--- config.mk ---
export PLATFORM = sky130hd
export DESIGN_NAME = source_line_counter_flat
export DESIGN_NICKNAME = d
export VERILOG_FILES = /design/src/design/slc_pkg.sv /design/src/design/slc_if.sv /design/src/design/slc_scan.sv /design/src/design/source_line_counter.sv /design/src/flat_wrapper.sv
export SDC_FILE = /design/constraint.sdc
export NUM_CORES = 1
export LEC_CHECK = 0
export BUFFER_PORTS_ARGS = -buffer_cell sky130_fd_sc_hd__buf_2
export CAP_MARGIN = 20
export CORE_ASPECT_RATIO = 0.7
export CORE_UTILIZATION = 40
export CTS_CLUSTER_DIAMETER = 60
export DETAILED_ROUTE_END_ITERATION = 8
export GPL_ROUTABILITY_DRIVEN = 0
export PLACE_DENSITY = 0.55
export SLEW_MARGIN = 10
export SYNTH_ARGS = -nofsm -noshare
export SYNTH_HDL_FRONTEND = slang
export SYNTH_SLANG_ARGS = --single-unit
--- constraint.sdc ---
create_clock -name clk_i -period 7.3 [get_ports clk_i]
set_input_delay 0.73 -clock clk_i [delete_from_list [all_inputs] [get_ports clk_i]]
set_output_delay 0.73 -clock clk_i [all_outputs]
set_load 0.05 [all_outputs]
--- src/design/slc_pkg.sv ---
package slc_pkg;

  // Character codes the scanner looks for
  localparam logic [7:0] CH_NL    = 8'h0A;
  localparam logic [7:0] CH_SLASH = 8'h2F;
  localparam logic [7:0] CH_STAR  = 8'h2A;
  localparam logic [7:0] CH_SPACE = 8'h20;
  localparam logic [7:0] CH_TAB   = 8'h09;
  localparam logic [7:0] CH_CR    = 8'h0D;

  localparam int unsigned TALLY_W = 32;

  // Where the scanner stands within the current line
  typedef enum logic [2:0] {
    PH_START  = 3'd0,  // no byte of the line yet
    PH_LEAD   = 3'd1,  // only white space so far
    PH_SLASH  = 3'd2,  // first non-space byte was a slash
    PH_SKIP   = 3'd3,  // line comment
    PH_CODE   = 3'd4,  // counted line
    PH_OPENED = 3'd5,  // line opened a block comment
    PH_BLOCK  = 3'd6   // line inside an open block comment
  } phase_e;

  // One input word
  typedef struct packed {
    logic [7:0] text_byte;
    logic       byte_present;
    logic       end_of_text;
  } in_item_t;

  // One result word
  typedef struct packed {
    logic [TALLY_W-1:0] code_lines;
    logic               comment_open;
  } result_t;

  function automatic logic is_white(input logic [7:0] b);
    return (b == CH_SPACE) || ((b >= CH_TAB) && (b <= CH_CR));
  endfunction

endpackage

--- src/design/slc_if.sv ---
// Input channel: at most one text byte per word
interface slc_in_if;
  logic       valid;
  logic       ready;
  logic [7:0] text_byte;
  logic       byte_present;
  logic       end_of_text;

  modport source (output valid, text_byte, byte_present, end_of_text, input ready);
  modport sink   (input valid, text_byte, byte_present, end_of_text, output ready);
endinterface

// Result channel: line count at end of text
interface slc_out_if;
  logic        valid;
  logic        ready;
  logic [31:0] code_lines;
  logic        comment_open;

  modport source (output valid, code_lines, comment_open, input ready);
  modport sink   (input valid, code_lines, comment_open, output ready);
endinterface

--- src/design/slc_scan.sv ---
// Per-line scanner: holds the line state and the tally, advances one word per step
module slc_scan (
  input  logic              clk_i,
  input  logic              rst_ni,
  input  logic              step_i,
  input  slc_pkg::in_item_t item_i,
  output slc_pkg::result_t  result_o
);
  import slc_pkg::*;

  phase_e             phase_q, phase_d;
  logic               blk_q, blk_d;
  logic               star_q, star_d;
  logic               close_q, close_d;
  logic [TALLY_W-1:0] tally_q, tally_d;

  // Next line state for one word
  always_comb begin
    logic [7:0] b;
    logic       fin;
    b        = item_i.text_byte;
    phase_d  = phase_q;
    blk_d    = blk_q;
    star_d   = star_q;
    close_d  = close_q;
    tally_d  = tally_q;
    fin      = 1'b0;

    // byte handling
    if (item_i.byte_present) begin
      if (b == CH_NL) begin
        fin = 1'b1;
      end else if (blk_q) begin
        phase_d = PH_BLOCK;
        if (star_q && b == CH_SLASH) close_d = 1'b1;
        star_d = (b == CH_STAR);
      end else begin
        case (phase_q)
          PH_START, PH_LEAD: begin
            if (is_white(b))        phase_d = PH_LEAD;
            else if (b == CH_SLASH) phase_d = PH_SLASH;
            else                    phase_d = PH_CODE;
          end
          PH_SLASH: begin
            if (b == CH_SLASH) begin
              phase_d = PH_SKIP;
            end else if (b == CH_STAR) begin
              phase_d = PH_OPENED;
              star_d  = 1'b1;
            end else begin
              phase_d = PH_CODE;
            end
          end
          PH_OPENED: begin
            if (star_q && b == CH_SLASH) close_d = 1'b1;
            star_d = (b == CH_STAR);
          end
          default: ;
        endcase
      end
    end

    // end of line closes out the current line; end of text does too
    if (fin || item_i.end_of_text) begin
      if (phase_d != PH_START) begin
        if (blk_d) begin
          if (close_d) blk_d = 1'b0;
        end else if (phase_d == PH_OPENED) begin
          blk_d = !close_d;
        end else if (phase_d != PH_SKIP) begin
          tally_d = tally_d + TALLY_W'(1);
        end
      end
      phase_d = PH_START;
      star_d  = 1'b0;
      close_d = 1'b0;
    end

    result_o.code_lines   = tally_d;
    result_o.comment_open = blk_d;

    // report clears everything for the next file
    if (item_i.end_of_text) begin
      blk_d   = 1'b0;
      tally_d = '0;
    end
  end

  // State registers
  always_ff @(posedge clk_i or negedge rst_ni) begin
    if (!rst_ni) begin
      phase_q <= PH_START;
      blk_q   <= 1'b0;
      star_q  <= 1'b0;
      close_q <= 1'b0;
      tally_q <= '0;
    end else if (step_i) begin
      phase_q <= phase_d;
      blk_q   <= blk_d;
      star_q  <= star_d;
      close_q <= close_d;
      tally_q <= tally_d;
    end
  end

endmodule

--- src/design/source_line_counter.sv ---
// Channel | Dir | Words                               | Accepted when
// src_i   | in  | text_byte, byte_present, end_of_text | valid && ready
// res_o   | out | code_lines, comment_open             | valid && ready
//
// One word per cycle while no end word stalls; other words are scanned the cycle
// after being taken; a result is registered on its end word and held until taken.
// The input register keeps taking words while a result waits; only an end word
// stalls in the input register until the result register is free.
// Reset clears the line state, the tally and both valid flags.
module source_line_counter (
  input  logic      clk_i,
  input  logic      rst_ni,
  slc_in_if.sink    src_i,
  slc_out_if.source res_o
);
  import slc_pkg::*;

  logic     in_vld_q, in_vld_d;
  in_item_t item_q;
  logic     out_vld_q, out_vld_d;
  result_t  res_q;
  result_t  scan_res;
  logic     out_free, step, take;

  // Handshake control
  assign out_free    = !out_vld_q || res_o.ready;
  assign step        = in_vld_q && (!item_q.end_of_text || out_free);
  assign src_i.ready = !in_vld_q || step;
  assign take        = src_i.valid && src_i.ready;

  assign in_vld_d  = take ? 1'b1 : (step ? 1'b0 : in_vld_q);
  assign out_vld_d = (step && item_q.end_of_text) ? 1'b1 : (res_o.ready ? 1'b0 : out_vld_q);

  // Input register
  always_ff @(posedge clk_i or negedge rst_ni) begin
    if (!rst_ni) begin
      in_vld_q <= 1'b0;
    end else begin
      in_vld_q <= in_vld_d;
    end
  end

  always_ff @(posedge clk_i) begin
    if (take) begin
      item_q.text_byte    <= src_i.text_byte;
      item_q.byte_present <= src_i.byte_present;
      item_q.end_of_text  <= src_i.end_of_text;
    end
  end

  slc_scan u_scan (
    .clk_i    (clk_i),
    .rst_ni   (rst_ni),
    .step_i   (step),
    .item_i   (item_q),
    .result_o (scan_res)
  );

  // Result register
  always_ff @(posedge clk_i or negedge rst_ni) begin
    if (!rst_ni) begin
      out_vld_q <= 1'b0;
    end else begin
      out_vld_q <= out_vld_d;
    end
  end

  always_ff @(posedge clk_i) begin
    if (step && item_q.end_of_text) begin
      res_q <= scan_res;
    end
  end

  assign res_o.valid        = out_vld_q;
  assign res_o.code_lines   = res_q.code_lines;
  assign res_o.comment_open = res_q.comment_open;

  // A report never overwrites a result still waiting
  a_no_overwrite: assert property (@(posedge clk_i) disable iff (!rst_ni)
    (step && item_q.end_of_text && out_vld_q) |-> res_o.ready)
    else $error("result overwritten");

  // A scanned end word always shows up as a result
  a_report: assert property (@(posedge clk_i) disable iff (!rst_ni)
    (step && item_q.end_of_text) |=> out_vld_q)
    else $error("end word gave no result");

  // A held word stays put until scanned
  a_hold: assert property (@(posedge clk_i) disable iff (!rst_ni)
    (in_vld_q && !step) |=> (in_vld_q && $stable(item_q)))
    else $error("held word lost");

  // Empty input register always takes a word
  a_ready: assert property (@(posedge clk_i) disable iff (!rst_ni)
    !in_vld_q |-> src_i.ready)
    else $error("empty stage not ready");

endmodule
--- src/flat_wrapper.sv ---
// flat-port wrapper written by rule: the top's interface ports become plain ports
module source_line_counter_flat import slc_pkg::*;
  (clk_i, rst_ni, src_i_valid, src_i_text_byte, src_i_byte_present, src_i_end_of_text, src_i_ready, res_o_valid, res_o_code_lines, res_o_comment_open, res_o_ready);
  slc_in_if src_i_i ();
  slc_out_if res_o_i ();
  input  logic clk_i;
  input  logic rst_ni;
  input wire logic [$bits(src_i_i.valid)-1:0] src_i_valid;
  input wire logic [$bits(src_i_i.text_byte)-1:0] src_i_text_byte;
  input wire logic [$bits(src_i_i.byte_present)-1:0] src_i_byte_present;
  input wire logic [$bits(src_i_i.end_of_text)-1:0] src_i_end_of_text;
  output wire logic [$bits(src_i_i.ready)-1:0] src_i_ready;
  output wire logic [$bits(res_o_i.valid)-1:0] res_o_valid;
  output wire logic [$bits(res_o_i.code_lines)-1:0] res_o_code_lines;
  output wire logic [$bits(res_o_i.comment_open)-1:0] res_o_comment_open;
  input wire logic [$bits(res_o_i.ready)-1:0] res_o_ready;
  assign src_i_i.valid = src_i_valid;
  assign src_i_i.text_byte = src_i_text_byte;
  assign src_i_i.byte_present = src_i_byte_present;
  assign src_i_i.end_of_text = src_i_end_of_text;
  assign src_i_ready = src_i_i.ready;
  assign res_o_valid = res_o_i.valid;
  assign res_o_code_lines = res_o_i.code_lines;
  assign res_o_comment_open = res_o_i.comment_open;
  assign res_o_i.ready = res_o_ready;
  source_line_counter u_core (.clk_i(clk_i), .rst_ni(rst_ni), .src_i(src_i_i), .res_o(res_o_i));
endmodule
==> flow_summary.rst <==
.. list-table::
   :header-rows: 1

   * - Metric
     - Value
   * - Clk_lat worst skew
     - 340 ps
   * - Endpoint of the worst-slack reg-to-reg timing path
     - u_core.res_o.code_lines[2]
   * - Most used flip-flop cell after synthesis
     - edfxtp_1
   * - Number of top-level design ports
     - 49
   * - Number of antenna violations at the first check in global routing
     - 0
   * - Number of setup violations in the final report
     - 0
   * - Proportion of register bits with asynchronous set or reset after synthesis
     - 48.19%
   * - Unrepaired setup endpoints after global routing
     - no
   * - Syn Std Cell Area
     - 4770 um2
   * - Cells along the critical path
     - or4b_1 -> o21ai_4 -> nor4_1 -> a21oi_2 -> nor3_4 -> a21oi_2 -> buf_6 -> and3_1 -> xor2_1
   * - Power density relative to cell area
     - 242.1 nW/um2
   * - Clock tree from TritonCTS
     - yes
   * - Area of the die
     - 12370 um2
   * - DRC violations left
     - 0
   * - Total negative slack
     - 0 ps
   * - Transition time at the pin with the least slew margin
     - 848.4 ps
   * - Worst Reg-to-Reg Cells
     - 9
   * - Kind of capture point of the worst setup path
     - flip-flop
   * - Portion of the clock cycle consumed by the worst path in the final layout
     - 47.73%
   * - Largest stage delay on the critical path
     - 620 ps
   * - Avg Vias per Cell
     - 5.879
   * - Overall power of the completed layout
     - 0.001324 W
   * - Fin Hold WS
     - 269.0 ps
   * - Clock sinks
     - 83
   * - Hpwl dp
     - 7806 um
   * - EDFF count, synth
     - 43
   * - Horizontal die dimension
     - 132.5 um
   * - Mean routed wirelength per cell
     - 18.08 um
   * - Synthesis-to-finish area growth
     - 14.61%
   * - Relative slew slack
     - 43.38%
   * - Most common cell after layout, fill and taps aside
     - buf_2
   * - Fin. max-slew vios
     - 0
   * - Kind of path behind the tightest hold check
     - in -> async
   * - Total stage count of the critical path
     - 9
   * - Overall overflow remaining after global route
     - 0
   * - DRT Wirelength
     - 11800 um
   * - WP buf/inv
     - 1
   * - Total vias in the final route
     - 3839
   * - Register-to-register path setup slack
     - 3820 ps
   * - Non-filler instance count after layout
     - 653
   * - Start point of the critical path
     - u_core.item_q[3]
   * - Number of buffers on the longest clock path
     - 2
   * - Critical Path Sink
     - u_core.res_o.code_lines[2]
   * - Number of nets still failing antenna checks after routing
     - 0
   * - Standby leakage power
     - 2.094 nW
   * - Worst vdd ir
     - 117.5 uV
   * - Combinational share of power
     - 18.2%
   * - Count of unique library cells instantiated by Yosys
     - 69
   * - TritonCTS buffer count
     - 9
   * - Internal power component
     - 0.0009268 W
   * - 1st-pass router iterations
     - 5
   * - Clock tree root driver cell
     - clkbuf_16
   * - Sequential area share after synthesis
     - 48.06%
   * - Switching power
     - 0.0003969 W
   * - Max-cap violation count
     - 0
   * - Maximum net fanout on the critical path
     - 18
   * - Starting DRT DRC Count
     - 302
   * - Share of final-layout standard cells stronger than drive strength 1
     - 19.40%
   * - Number of nets in the layout
     - 511
   * - Std-Cell Core Area
     - 11290 um2
   * - Required @ worst endpoint
     - 7460 ps
   * - Post_cts resized
     - 0
   * - Syn_nets
     - 475
   * - Clock transition at the registers of the reported paths
     - 60 ps
   * - Clock skew
     - 5.821 ps
   * - Num rows
     - 32
   * - Yosys warnings
     - 0
   * - Port bufs
     - 48
   * - Post-synthesis cell count
     - 460
   * - Switching part of the total
     - 29.98%
   * - Critical Path AT
     - 3650 ps
   * - Wire length of the first global-routing pass
     - 19290 um
   * - Starting Density
     - 42.24%
   * - Max H-tree Level
     - 3
   * - Source of the worst register-to-register timing path
     - u_core.item_q[3]
   * - Outcome
     - finished, final reports clean
   * - Top library cells by usage in the layout, fill and taps aside
     - buf_2, nand2_1, edfxtp_1
   * - Count of state elements after synthesis
     - 83
   * - Part of the total power dissipated in sequential elements
     - 45.5%
   * - Post-route minimum period
     - 3484 ps
   * - Final non-filler cell area
     - 5466 um2
   * - Floorplan die height
     - 93.36 um
   * - CTS Hold Bufs
     - 0
   * - Post-detailed-placement cell area
     - 5100 um2
   * - Type of origin of the critical path
     - flip-flop
   * - Most repeated library cell on the critical path
     - a21oi_2
   * - Achievable frequency
     - 287.0 MHz
   * - Largest net degree at the start of global routing
     - 61
   * - Number of antenna diodes
     - 0
   * - Cell with the largest stage delay on the worst path
     - or4b_1
   * - Post-synthesis area per instance
     - 10.37 um2
   * - Setup repair bufs after CTS
     - 0
   * - Total instance count after detailed placement
     - 634
   * - Final hold vios
     - 0
   * - Global-route usage over all layers
     - 20.22%
   * - Clock network fraction of total power
     - 36.4%
   * - Number of global-route vias before repair
     - 3674
   * - Setup Crit Path Kind
     - reg -> reg
   * - Gate family responsible for the most delay along the worst path
     - compound AO/OA/AOI/OAI gates
final cells by class:
| class | instances | area (um2) |
|---|---|---|
| fill | 1061 | 5824 |
| multi-input combinational | 333 | 2301 |
| sequential | 83 | 2292 |
| timing repair buffer | 55 | 321.6 |
| clock buffer | 10 | 229.0 |
| tap | 153 | 191.4 |
| clock inverter | 5 | 78.83 |
| inverter | 14 | 52.55 |
logic make-up (layout without fill, tap and decap cells):
kind of cell / Yosys count / in the layout / synth area share (%)
compound gates: 83 / 83 / 16.08
xor+xnor: 35 / 35 / 6.742
fa+ha+maj: 1 / 1 / 0.2623
buf+inv: 44 / 84 / 3.856
flops: 83 / 83 / 48.06
mux: 5 / 5 / 1.049
simple gates: 209 / 209 / 23.95
routing by layer:
metal / GRT usage [%] / up-vias / share of wire, %
li1: - / 1826 / -
met1: 28.83 / 1891 / 51
met2: 30.83 / 111 / 44
met3: 4.770 / 11 / 4.6
met4: 5.077 / 0 / 1.0
met5: 0 / - / 0
worst min path at each step:
stage | start | depth (start not counted) | slack [ps] | endpoint
floorplan | rst_ni | 0 | 430 | u_core.in_vld_q
global placement | u_core.u_scan.close_q | 2 | 470 | u_core.u_scan.close_q
detailed placement | u_core.u_scan.close_q | 2 | 510 | u_core.u_scan.close_q
CTS | u_core.u_scan.close_q | 2 | 520 | u_core.u_scan.close_q
global route | rst_ni | 1 | 280 | u_core.u_scan.tally_q[14]
finish | rst_ni | 1 | 270 | u_core.u_scan.tally_q[27]
Yosys cell counts, drive strengths merged (2+ instances only):
cell,number,area share [%]
a221o,7,1.5
nor4,10,1.3
and2,7,0.92
nor2b,6,0.79
nand3,30,3.1
a32o,2,0.42
a31o,2,0.37
o221ai,3,0.55
a41oi,3,0.55
a22oi,3,0.47
xnor2,28,5.5
dfrtp,40,21
o211ai,8,1.3
or3,13,1.7
nor3b,2,0.31
edfxtp,43,27
a211o,2,0.37
or4,3,0.55
o21ai,14,1.7
clkbuf,22,1.7
o311ai,8,1.5
a311o,6,1.3
or2,4,0.52
a22o,2,0.37
nor2,21,1.7
a211oi,6,1.4
or4b,3,0.71
nand4,16,2.1
inv,14,1.1
mux2i,5,1.0
nor4b,2,0.50
nand2,43,3.4
nand2b,2,0.26
and3,18,2.4
xor2,7,1.3
and4,2,0.37
a21oi,4,0.58
a2111oi,2,0.63
nor3,25,3.0
a311oi,2,0.37
buf,8,1.0
metrics by stage:
step           util, %  setup slack (ps)
5_1_grt          48.42              3599
3_5_place_dp     45.17              3500
6_report         48.42              3816
2_1_floorplan        -              4125
3_3_place_gp     45.17              3496
4_1_cts          47.89              3488
registers in the layout (all words and copies together), names as in the netlist:
signal                     count
u_core.u_scan.tally_q         32
u_core.res_o.valid             1
u_core.in_vld_q                1
u_core.res_o.code_lines       32
u_core.item_q                 10
u_core.u_scan.close_q          1
u_core.res_o.comment_open      1
u_core.u_scan.blk_q            1
u_core.u_scan.star_q           1
u_core.u_scan.phase_q          3
worst register-to-register path: cells and delay by family (launching register included):
family	cells	cell delay (ps)
AOI/OAI and AO/OA	3	1210
xor gates and xnor gates	1	220
buffers and inverters	1	250
DFF	1	480
and+or+nand+nor	4	1140
power by group through the flow:
stage,combinational (W),sequential [W],clock (W)
after floorplan,0.000140,0.000643,0
after global placement,0.000234,0.000607,0
after detailed placement,0.000236,0.000609,0
after CTS,0.000238,0.000600,0.000491
after global routing,0.000265,0.000610,0.000506
final,0.000241,0.000602,0.000481
(Power assumes the default switching activity.)
